===== src/rtl/nss_pkg.sv =====
// Shared types and constants for the NTSC scan line sequencer.
`timescale 1ns / 1ps

package nss_pkg;

    // Input commands
    localparam logic [1:0] CMD_TICK       = 2'd0;
    localparam logic [1:0] CMD_LOAD_FRAME = 2'd1;
    localparam logic [1:0] CMD_LOAD_SOUND = 2'd2;

    // Configuration register indexes
    localparam logic [1:0] CFG_FIRST_VIDEO = 2'd0;
    localparam logic [1:0] CFG_LAST_VIDEO  = 2'd1;
    localparam logic [1:0] CFG_LINE_REPEAT = 2'd2;

    // Sync pulse kinds
    localparam logic [1:0] PULSE_HSYNC = 2'd0;
    localparam logic [1:0] PULSE_SERR  = 2'd1;
    localparam logic [1:0] PULSE_BROAD = 2'd2;

    // Scan lines that mark vertical sync and field events
    localparam logic [8:0] LINE_HALF_START = 9'd1;
    localparam logic [8:0] LINE_BROAD      = 9'd7;
    localparam logic [8:0] LINE_SERR_AGAIN = 9'd13;
    localparam logic [8:0] LINE_VS_END_ODD = 9'd18;
    localparam logic [8:0] LINE_VS_END_EVN = 9'd19;
    localparam logic [8:0] LINE_FLD_END_ODD = 9'd271;
    localparam logic [8:0] LINE_FLD_END_EVN = 9'd272;

    // Configuration reset values
    localparam logic [8:0] FIRST_VIDEO_RST = 9'd40;
    localparam logic [8:0] LAST_VIDEO_RST  = 9'd264;
    localparam logic [3:0] LINE_REPEAT_RST = 4'd2;

    typedef enum logic [6:0] {
        PH_VSYNC      = 7'b0000001,
        PH_PAD        = 7'b0000010,
        PH_SOUND      = 7'b0000100,
        PH_FRAME      = 7'b0001000,
        PH_WAIT_VIDEO = 7'b0010000,
        PH_VIDEO      = 7'b0100000,
        PH_FIELD_END  = 7'b1000000
    } t_phase;

    typedef struct packed {
        logic [8:0] video_start;
        logic [8:0] last_video_line;
        logic [3:0] line_repeat;
    } t_cfg;

    typedef struct packed {
        t_phase      phase;
        logic [8:0]  scan_count;
        logic        even_flag;
        logic        vsync_flag;
        logic        video_flag;
        logic        period_half;
        logic [1:0]  pulse_select;
        logic [3:0]  repeat_count;
        logic [7:0]  row_count;
        logic [15:0] frame_timer;
        logic [15:0] sound_count;
        logic [31:0] ticks;
    } t_state;

    typedef struct packed {
        logic        half_line_period;
        logic [1:0]  pulse_kind;
        logic        video_on;
        logic [7:0]  row_index;
        logic        even_field;
        logic        in_vsync;
        logic        read_pad_strobe;
        logic        sound_stop_strobe;
        logic        frame_timer_busy;
        logic        sound_timer_busy;
        logic [8:0]  line_count;
        logic [31:0] tick_count;
    } t_result;

endpackage


===== src/rtl/nss_step.sv =====
// Next-state and result logic for one sequencer item.
`timescale 1ns / 1ps

module nss_step (
    input  nss_pkg::t_state  i_state,
    input  nss_pkg::t_cfg    i_cfg,
    input  logic [1:0]       i_command,
    input  logic [15:0]      i_load_value,
    output nss_pkg::t_state  o_state,
    output nss_pkg::t_result o_result
);
    import nss_pkg::*;

    logic       pad;
    logic       stop;
    logic [3:0] rpt;
    logic [3:0] rep_inc;

    always_comb begin
        o_state = i_state;
        pad     = 1'b0;
        stop    = 1'b0;
        rpt     = (i_cfg.line_repeat == 4'd0) ? 4'd1 : i_cfg.line_repeat;
        rep_inc = i_state.repeat_count + 4'd1;

        case (i_command)
            CMD_LOAD_FRAME: begin
                o_state.frame_timer = i_load_value;
            end
            CMD_LOAD_SOUND: begin
                o_state.sound_count = i_load_value;
            end
            CMD_TICK: begin
                o_state.scan_count = i_state.scan_count + 9'd1;
                o_state.ticks      = i_state.ticks + 32'd1;
                case (i_state.phase)
                    PH_VSYNC: begin
                        if (o_state.scan_count == LINE_HALF_START) begin
                            o_state.period_half  = 1'b1;
                            o_state.pulse_select = PULSE_SERR;
                        end else if (o_state.scan_count == LINE_BROAD) begin
                            o_state.pulse_select = PULSE_BROAD;
                        end else if (o_state.scan_count == LINE_SERR_AGAIN) begin
                            o_state.pulse_select = PULSE_SERR;
                        end else if ((o_state.scan_count == LINE_VS_END_ODD
                                      && !i_state.even_flag)
                                     || o_state.scan_count == LINE_VS_END_EVN) begin
                            o_state.period_half  = 1'b0;
                            o_state.pulse_select = PULSE_HSYNC;
                            o_state.vsync_flag   = 1'b0;
                            o_state.phase        = PH_PAD;
                        end
                    end
                    PH_PAD: begin
                        pad           = 1'b1;
                        o_state.phase = PH_SOUND;
                    end
                    PH_SOUND: begin
                        if (i_state.sound_count != 16'd0) begin
                            o_state.sound_count = i_state.sound_count - 16'd1;
                            stop = (i_state.sound_count == 16'd1);
                        end
                        o_state.phase = PH_FRAME;
                    end
                    PH_FRAME: begin
                        if (i_state.frame_timer != 16'd0) begin
                            o_state.frame_timer = i_state.frame_timer - 16'd1;
                        end
                        o_state.phase = PH_WAIT_VIDEO;
                    end
                    PH_WAIT_VIDEO: begin
                        if (o_state.scan_count == i_cfg.video_start) begin
                            o_state.video_flag   = 1'b1;
                            o_state.repeat_count = 4'd0;
                            o_state.row_count    = 8'd0;
                            o_state.phase        = PH_VIDEO;
                        end
                    end
                    PH_VIDEO: begin
                        if (rep_inc >= rpt) begin
                            o_state.repeat_count = 4'd0;
                            o_state.row_count    = i_state.row_count + 8'd1;
                        end else begin
                            o_state.repeat_count = rep_inc;
                        end
                        if (o_state.scan_count == i_cfg.last_video_line) begin
                            o_state.video_flag = 1'b0;
                            o_state.phase      = PH_FIELD_END;
                        end
                    end
                    PH_FIELD_END: begin
                        if ((o_state.scan_count == LINE_FLD_END_ODD && !i_state.even_flag)
                            || o_state.scan_count == LINE_FLD_END_EVN) begin
                            // even field closes on a half line
                            if (!(o_state.scan_count == LINE_FLD_END_ODD
                                  && !i_state.even_flag)) begin
                                o_state.period_half = 1'b1;
                            end
                            o_state.even_flag  = ~i_state.even_flag;
                            o_state.vsync_flag = 1'b1;
                            o_state.phase      = PH_VSYNC;
                            o_state.scan_count = 9'd0;
                        end
                    end
                    default: begin
                    end
                endcase
            end
            default: begin
            end
        endcase

        o_result.half_line_period  = o_state.period_half;
        o_result.pulse_kind        = o_state.pulse_select;
        o_result.video_on          = o_state.video_flag;
        o_result.row_index         = o_state.row_count;
        o_result.even_field        = o_state.even_flag;
        o_result.in_vsync          = o_state.vsync_flag;
        o_result.read_pad_strobe   = pad;
        o_result.sound_stop_strobe = stop;
        o_result.frame_timer_busy  = (o_state.frame_timer != 16'd0);
        o_result.sound_timer_busy  = (o_state.sound_count != 16'd0);
        o_result.line_count        = o_state.scan_count;
        o_result.tick_count        = o_state.ticks;
    end

endmodule


===== src/rtl/ntsc_scanline_sequencer.sv =====
// Top level of the NTSC interlaced scan line sequencer.
`timescale 1ns / 1ps

// Latency: a result is valid the cycle after its input transfer (one register stage).
// Throughput: one item per cycle unless a held result stalls o_in_ready; the state update
//   and result logic sit in a single pass between the state and result registers.
// o_in_ready stays high while the result register is empty or being drained.
// Reset (synchronous, i_rst_n low): vertical sync phase, even field, all counters and
//   timers zero, config to first line 40, last line 264, line repeat 2; no result held.
module ntsc_scanline_sequencer (
    input  logic        i_clk,
    input  logic        i_rst_n,
    // item channel
    input  logic        i_in_valid,
    output logic        o_in_ready,
    input  logic [1:0]  i_command,
    input  logic [15:0] i_load_value,
    // config write channel
    input  logic        i_cfg_valid,
    output logic        o_cfg_ready,
    input  logic [1:0]  i_cfg_index,
    input  logic [8:0]  i_cfg_data,
    // result channel
    output logic        o_out_valid,
    input  logic        i_out_ready,
    output logic        o_half_line_period,
    output logic [1:0]  o_pulse_kind,
    output logic        o_video_on,
    output logic [7:0]  o_row_index,
    output logic        o_even_field,
    output logic        o_in_vsync,
    output logic        o_read_pad_strobe,
    output logic        o_sound_stop_strobe,
    output logic        o_frame_timer_busy,
    output logic        o_sound_timer_busy,
    output logic [8:0]  o_line_count,
    output logic [31:0] o_tick_count
);
    import nss_pkg::*;

    t_cfg    r_cfg;
    t_state  r_state;
    t_state  n_state;
    t_result r_res;
    t_result n_res;
    logic    r_out_valid;
    logic    in_xfer;

    // Result register frees up in the same cycle it is drained.
    assign o_in_ready  = !r_out_valid || i_out_ready;
    assign o_cfg_ready = 1'b1;
    assign in_xfer     = i_in_valid && o_in_ready;

    nss_step u_step (
        .i_state      (r_state),
        .i_cfg        (r_cfg),
        .i_command    (i_command),
        .i_load_value (i_load_value),
        .o_state      (n_state),
        .o_result     (n_res)
    );

    // Config registers; writes to an unused index are dropped.
    always_ff @(posedge i_clk) begin
        if (!i_rst_n) begin
            r_cfg.video_start      <= FIRST_VIDEO_RST;
            r_cfg.last_video_line  <= LAST_VIDEO_RST;
            r_cfg.line_repeat      <= LINE_REPEAT_RST;
        end else if (i_cfg_valid) begin
            case (i_cfg_index)
                CFG_FIRST_VIDEO: r_cfg.video_start      <= i_cfg_data;
                CFG_LAST_VIDEO:  r_cfg.last_video_line  <= i_cfg_data;
                CFG_LINE_REPEAT: r_cfg.line_repeat      <= i_cfg_data[3:0];
                default: begin
                end
            endcase
        end
    end

    // Sequencer state advances on each item transfer.
    always_ff @(posedge i_clk) begin
        if (!i_rst_n) begin
            r_state.phase        <= PH_VSYNC;
            r_state.scan_count   <= 9'd0;
            r_state.even_flag    <= 1'b1;
            r_state.vsync_flag   <= 1'b0;
            r_state.video_flag   <= 1'b0;
            r_state.period_half  <= 1'b0;
            r_state.pulse_select <= PULSE_HSYNC;
            r_state.repeat_count <= 4'd0;
            r_state.row_count    <= 8'd0;
            r_state.frame_timer  <= 16'd0;
            r_state.sound_count  <= 16'd0;
            r_state.ticks        <= 32'd0;
        end else if (in_xfer) begin
            r_state <= n_state;
        end
    end

    // Result register: valid flag under reset, payload loads on transfer.
    always_ff @(posedge i_clk) begin
        if (!i_rst_n) begin
            r_out_valid <= 1'b0;
        end else if (in_xfer) begin
            r_out_valid <= 1'b1;
        end else if (i_out_ready) begin
            r_out_valid <= 1'b0;
        end
    end

    always_ff @(posedge i_clk) begin
        if (in_xfer) begin
            r_res <= n_res;
        end
    end

    assign o_out_valid         = r_out_valid;
    assign o_half_line_period  = r_res.half_line_period;
    assign o_pulse_kind        = r_res.pulse_kind;
    assign o_video_on          = r_res.video_on;
    assign o_row_index         = r_res.row_index;
    assign o_even_field        = r_res.even_field;
    assign o_in_vsync          = r_res.in_vsync;
    assign o_read_pad_strobe   = r_res.read_pad_strobe;
    assign o_sound_stop_strobe = r_res.sound_stop_strobe;
    assign o_frame_timer_busy  = r_res.frame_timer_busy;
    assign o_sound_timer_busy  = r_res.sound_timer_busy;
    assign o_line_count        = r_res.line_count;
    assign o_tick_count        = r_res.tick_count;

    // Every line tick moves the tick counter by exactly one.
    a_tick_step: assert property (@(posedge i_clk) disable iff (!i_rst_n)
        (in_xfer && i_command == CMD_TICK) |=> r_state.ticks == $past(r_state.ticks) + 32'd1)
        else $error("tick counter did not advance by one");

    // A frame timer load lands in the timer unchanged.
    a_frame_load: assert property (@(posedge i_clk) disable iff (!i_rst_n)
        (in_xfer && i_command == CMD_LOAD_FRAME)
        |=> r_state.frame_timer == $past(i_load_value))
        else $error("frame timer load lost");

    // Stop strobe only when the sound timer has just reached zero.
    a_stop_idle: assert property (@(posedge i_clk) disable iff (!i_rst_n)
        (r_out_valid && r_res.sound_stop_strobe) |-> !r_res.sound_timer_busy)
        else $error("sound stop strobe with timer still busy");

    // Pad strobe and vsync never overlap the video window.
    a_no_video_overlap: assert property (@(posedge i_clk) disable iff (!i_rst_n)
        (r_out_valid && (r_res.read_pad_strobe || r_res.in_vsync)) |-> !r_res.video_on)
        else $error("video window open during vsync or pad strobe");

    // Non-tick commands never move the scan line.
    a_load_holds_line: assert property (@(posedge i_clk) disable iff (!i_rst_n)
        (in_xfer && i_command != CMD_TICK) |=> $stable(r_state.scan_count))
        else $error("scan line moved on a non-tick command");

endmodule


===== config.mk =====
export PLATFORM = sky130hd
export DESIGN_NAME = ntsc_scanline_sequencer
export DESIGN_NICKNAME = d
export VERILOG_FILES = /design/src/rtl/nss_pkg.sv /design/src/rtl/nss_step.sv /design/src/rtl/ntsc_scanline_sequencer.sv
export SDC_FILE = /design/constraint.sdc
export NUM_CORES = 1
export LEC_CHECK = 0
export ABC_AREA = 1
export BUFFER_PORTS_ARGS = -buffer_cell sky130_fd_sc_hd__buf_2
export CORE_MARGIN = 4
export CORE_UTILIZATION = 35
export DETAILED_ROUTE_END_ITERATION = 8
export GPL_ROUTABILITY_DRIVEN = 1
export GPL_TIMING_DRIVEN = 0
export PLACE_DENSITY = 0.54
export SYNTH_ARGS = -nofsm -noshare
export SYNTH_HDL_FRONTEND = slang
export SYNTH_SLANG_ARGS = --single-unit

===== constraint.sdc =====
create_clock -name i_clk -period 5.5 [get_ports i_clk]
set_input_delay 1.65 -clock i_clk [delete_from_list [all_inputs] [get_ports i_clk]]
set_output_delay 1.65 -clock i_clk [all_outputs]
set_load 0.02 [all_outputs]

==> impl_metrics.csv <==
group,metric,value,unit
outcome,status,"finished clean",
global_route,antenna_found_initial,1,
floorplanning,start_util,35.5,%
power,ir_drop,0.000180,V
min_path,hp-class,"flip-flop to flip-flop",
flow_run,drv_cap,0,
synth,synth_nets,1573,
floorplanning,die_area,0.0330,sq mm
power,power_density,276,mW/mm^2
cells_and_area,syn_to_final_growth,14.9,%
clock_network,cts_buffers,17,
timing,slew_violations,0,
timing,finClkSkew,0.0207,ns
min_path,holdPathStages,2,
floorplanning,die_w,182,um
worst_setup_path,end_kind,"output pin",
place,io_buffers,91,
cells_and_area,final_nets,1684,
worst_setup_path,critical_path_depth,4,
clock_network,ctsHoldBuffers,0,
clock_network,path_clk_slew,0.09,ns
timing,worst_pin_slew,0.898,ns
worst_setup_path,path_delay_family,"buffers and inverters",
worst_setup_path,required,3.85,ns
clock_network,insertion_delay,0.45,ns
floorplanning,core,0.0297,sq mm
cells_and_area,drive_above_1_share,10.4,%
clock_network,clockBufferDepth,2,
timing,fin_crit_sh,66.9,%
place,gp_congestion,0.904,
clock_network,cts_setup_buffers,0,
synth,synth-edff-count,59,
routing,ant_nets,0,
routing,drc_errors,0,
worst_setup_path,cpMostUsedCell,"buf_2",
floorplanning,ios,96,
min_path,min_from,"r_cfg[8]$_SDFFE_PN0P_",
timing,max_slew_margin,40.1,%
worst_setup_path,cp_slowest_cell,"buf_2",
cells_and_area,final_common_cell,"nand2_1",
timing,setup_viol,0,
synth,synth_cells,1522,
power,power,3.35,mW
worst_setup_path,worstPathArrival,2.03,ns
timing,max_freq,272,MHz
routing,wirelength,32400,um
worst_setup_path,path_max_fanout,3,
routing,vias_per_cell,4.95,
clock_network,post_cts_resized,0,
routing,first_pass_iters,5,
worst_setup_path,critPathBufInv,3,
cells_and_area,fill_cells,3146,
worst_setup_path,reg2reg_depth,13,
place,place_hpwl,24300,um
worst_setup_path,cp_cell_sequence,"buf_2 -> inv_1 -> nand2_1 -> buf_2",
global_route,grt_pass1_wl,51000,um
power,p_leak,5.74,nW
clock_network,cts_num_sinks,180,
synth,yosys_warnings,0,
synth,syn_area,0.0105,sq mm
timing,period_minus_slack,3.68,ns
place,dpl_worst_slack,1.58,ns
cells_and_area,multi_input_area,0.00518,sq mm
worst_setup_path,r2r_start,"r_state[82]$_SDFFE_PN0P_",
global_route,grt_max_degree,39,
timing,finalHoldViolCount,0,
cells_and_area,layout_common_cells,"nand2_1, inv_1, nor2_1",
worst_setup_path,crit_path_max_incr_delay,0.17,ns
synth,ys.flop_type,"dfxtp_1",
worst_setup_path,start_kind,"input pin",
synth,yosysUniqueCellTypes,43,
timing,timing.final.ws_setup,1.82,ns
timing,rsz0062_at_grt,"false",
clock_network,cts_htree_levels,4,
worst_setup_path,criticalPathCategory,"input pin to output pin",
global_route,grt-ovfl-total,0,
cells_and_area,seqCellArea,0.00419,sq mm
worst_setup_path,r2r_setup_slack,2.76,ns
routing,drtIter0Drc,740,
clock_network,cts_tree,"yes",
clock_network,cts-root-buf,"clkbuf_16",
synth,ys_seq_elements,180,
global_route,grtUsageTotal,19.4,%
cells_and_area,insertedDiodeCount,0,
synth,syn_area_per_cell,6.93,sq um
floorplanning,fp-row-count,63,
synth,async_flop_share,0,%
routing,wl_per_cell,15.9,um
min_path,hold_path_end,"r_cfg[8]$_SDFFE_PN0P_",
routing,dr_total_vias,10085,
synth,synth_seq_area_share,39.8,%
floorplanning,die_h,182,um
worst_setup_path,r2r_end,"o_row_index[2]$_DFFE_PP_",
global_route,grt_pass1_vias,9394,
[report_power, final]
part | total, mW | switching, mW | internal [mW]
logic | 0.564 | 0.386 | 0.177
registers | 1.53 | 0.0662 | 1.46
clock network | 1.26 | 0.639 | 0.617
[layer usage]
| layer | global-route usage (%) | part of all wire (%) | wire length [um] | up-vias |
|---|---|---|---|---|
| met1 | 26.9 | 48 | 15500 | 4615 |
| li1 | - | - | - | 5166 |
| met4 | 5.64 | 1.8 | 591 | 0 |
| met5 | 0 | 0 | 0 | - |
| met2 | 31.5 | 45 | 14700 | 264 |
| met3 | 2.80 | 5.0 | 1630 | 40 |
[final cells by class]
class	instances	share of cell area [%]
clock buffers	17	3.51
flip-flops and latches	180	34.6
repair buffers	92	3.92
well taps	390	4.03
inverters	254	7.86
clock inverters	15	1.52
plain buffers	53	1.83
multi-input cells	1035	42.7
[tightest hold or removal path: stages, from the launching register on]
cell	delay, ns
dfxtp_1	0.32
inv_1	0.07
a21oi_1	0.06
[worst max-delay path by stage]
stage	to	slack (ns)	from
final	o_in_ready	1.82	i_out_ready
after global routing	o_in_ready	1.78	i_out_ready
after detailed placement	o_sound_timer_busy$_DFFE_PP_	1.58	i_command[0]
after floorplan	o_even_field$_DFFE_PP_	1.07	i_out_ready
after CTS	o_in_ready	1.81	i_out_ready
after global placement	r_state[61]$_SDFFE_PN0P_	-0.22	i_out_ready
[logic make-up (layout without fill, tap and decap cells)]
kind of cell | Yosys count | count (layout) | synth area share, %
AO/OA/AOI/OAI | 271 | 271 | 14.3
XOR/XNOR | 48 | 48 | 3.99
adder cells (fa/ha/maj) | 17 | 17 | 2.02
buffers and inverters | 307 | 431 | 11.1
flip-flops | 180 | 180 | 39.8
other | 1 | 1 | 0.0356
AND/OR/NAND/NOR | 698 | 698 | 28.8
[metrics by stage]
| step | area [sq um] | hold WS (ns) | util [%] | std cells | TNS, ns |
|---|---|---|---|---|---|
| floorplan | 10500 | 0.442 | - | 1522 | 0 |
| global placement | 11500 | 0.461 | 38.7 | 2003 | -13.36 |
| detailed placement | 11500 | 0.466 | 38.7 | 2004 | 0 |
| CTS | 12100 | 0.478 | 40.8 | 2036 | 0 |
| global route | 12100 | 0.497 | 40.8 | 2036 | 0 |
| finish | 12100 | 0.479 | 40.8 | 2036 | 0 |
[flip-flops by register name, summed over array words and instances (netlist names)]
| register | flops |
|---|---|
| o_video_on | 1 |
| o_read_pad_strobe | 1 |
| o_sound_timer_busy | 1 |
| o_in_vsync | 1 |
| o_tick_count | 32 |
| o_even_field | 1 |
| o_line_count | 9 |
| o_row_index | 8 |
| o_sound_stop_strobe | 1 |
| r_state | 98 |
| r_cfg | 22 |
| o_half_line_period | 1 |
| o_pulse_kind | 2 |
| o_frame_timer_busy | 1 |
| o_out_valid | 1 |
[synth_stat cells (all sizes together), types with 3 or more instances]
| cell | number | share of area, % |
|---|---|---|
| a211oi | 3 | 0.21 |
| nand4 | 27 | 1.7 |
| nor3 | 15 | 0.76 |
| a21o | 3 | 0.21 |
| nor2 | 176 | 6.7 |
| nand2 | 343 | 13 |
| inv | 252 | 9.0 |
| o22ai | 21 | 1.2 |
| o211ai | 33 | 2.3 |
| dfxtp | 121 | 23 |
| xor2 | 44 | 3.7 |
| a21oi | 84 | 4.0 |
| xnor2 | 4 | 0.33 |
| nand3 | 127 | 6.3 |
| buf | 13 | 0.64 |
| clkbuf | 40 | 1.4 |
| ha | 17 | 2.0 |
| o21bai | 6 | 0.43 |
| o21ai | 117 | 5.6 |
| nor4 | 4 | 0.30 |
| edfxtp | 59 | 17 |
| nand3b | 3 | 0.21 |
No activity file was read; power rests on OpenSTA's default activity.
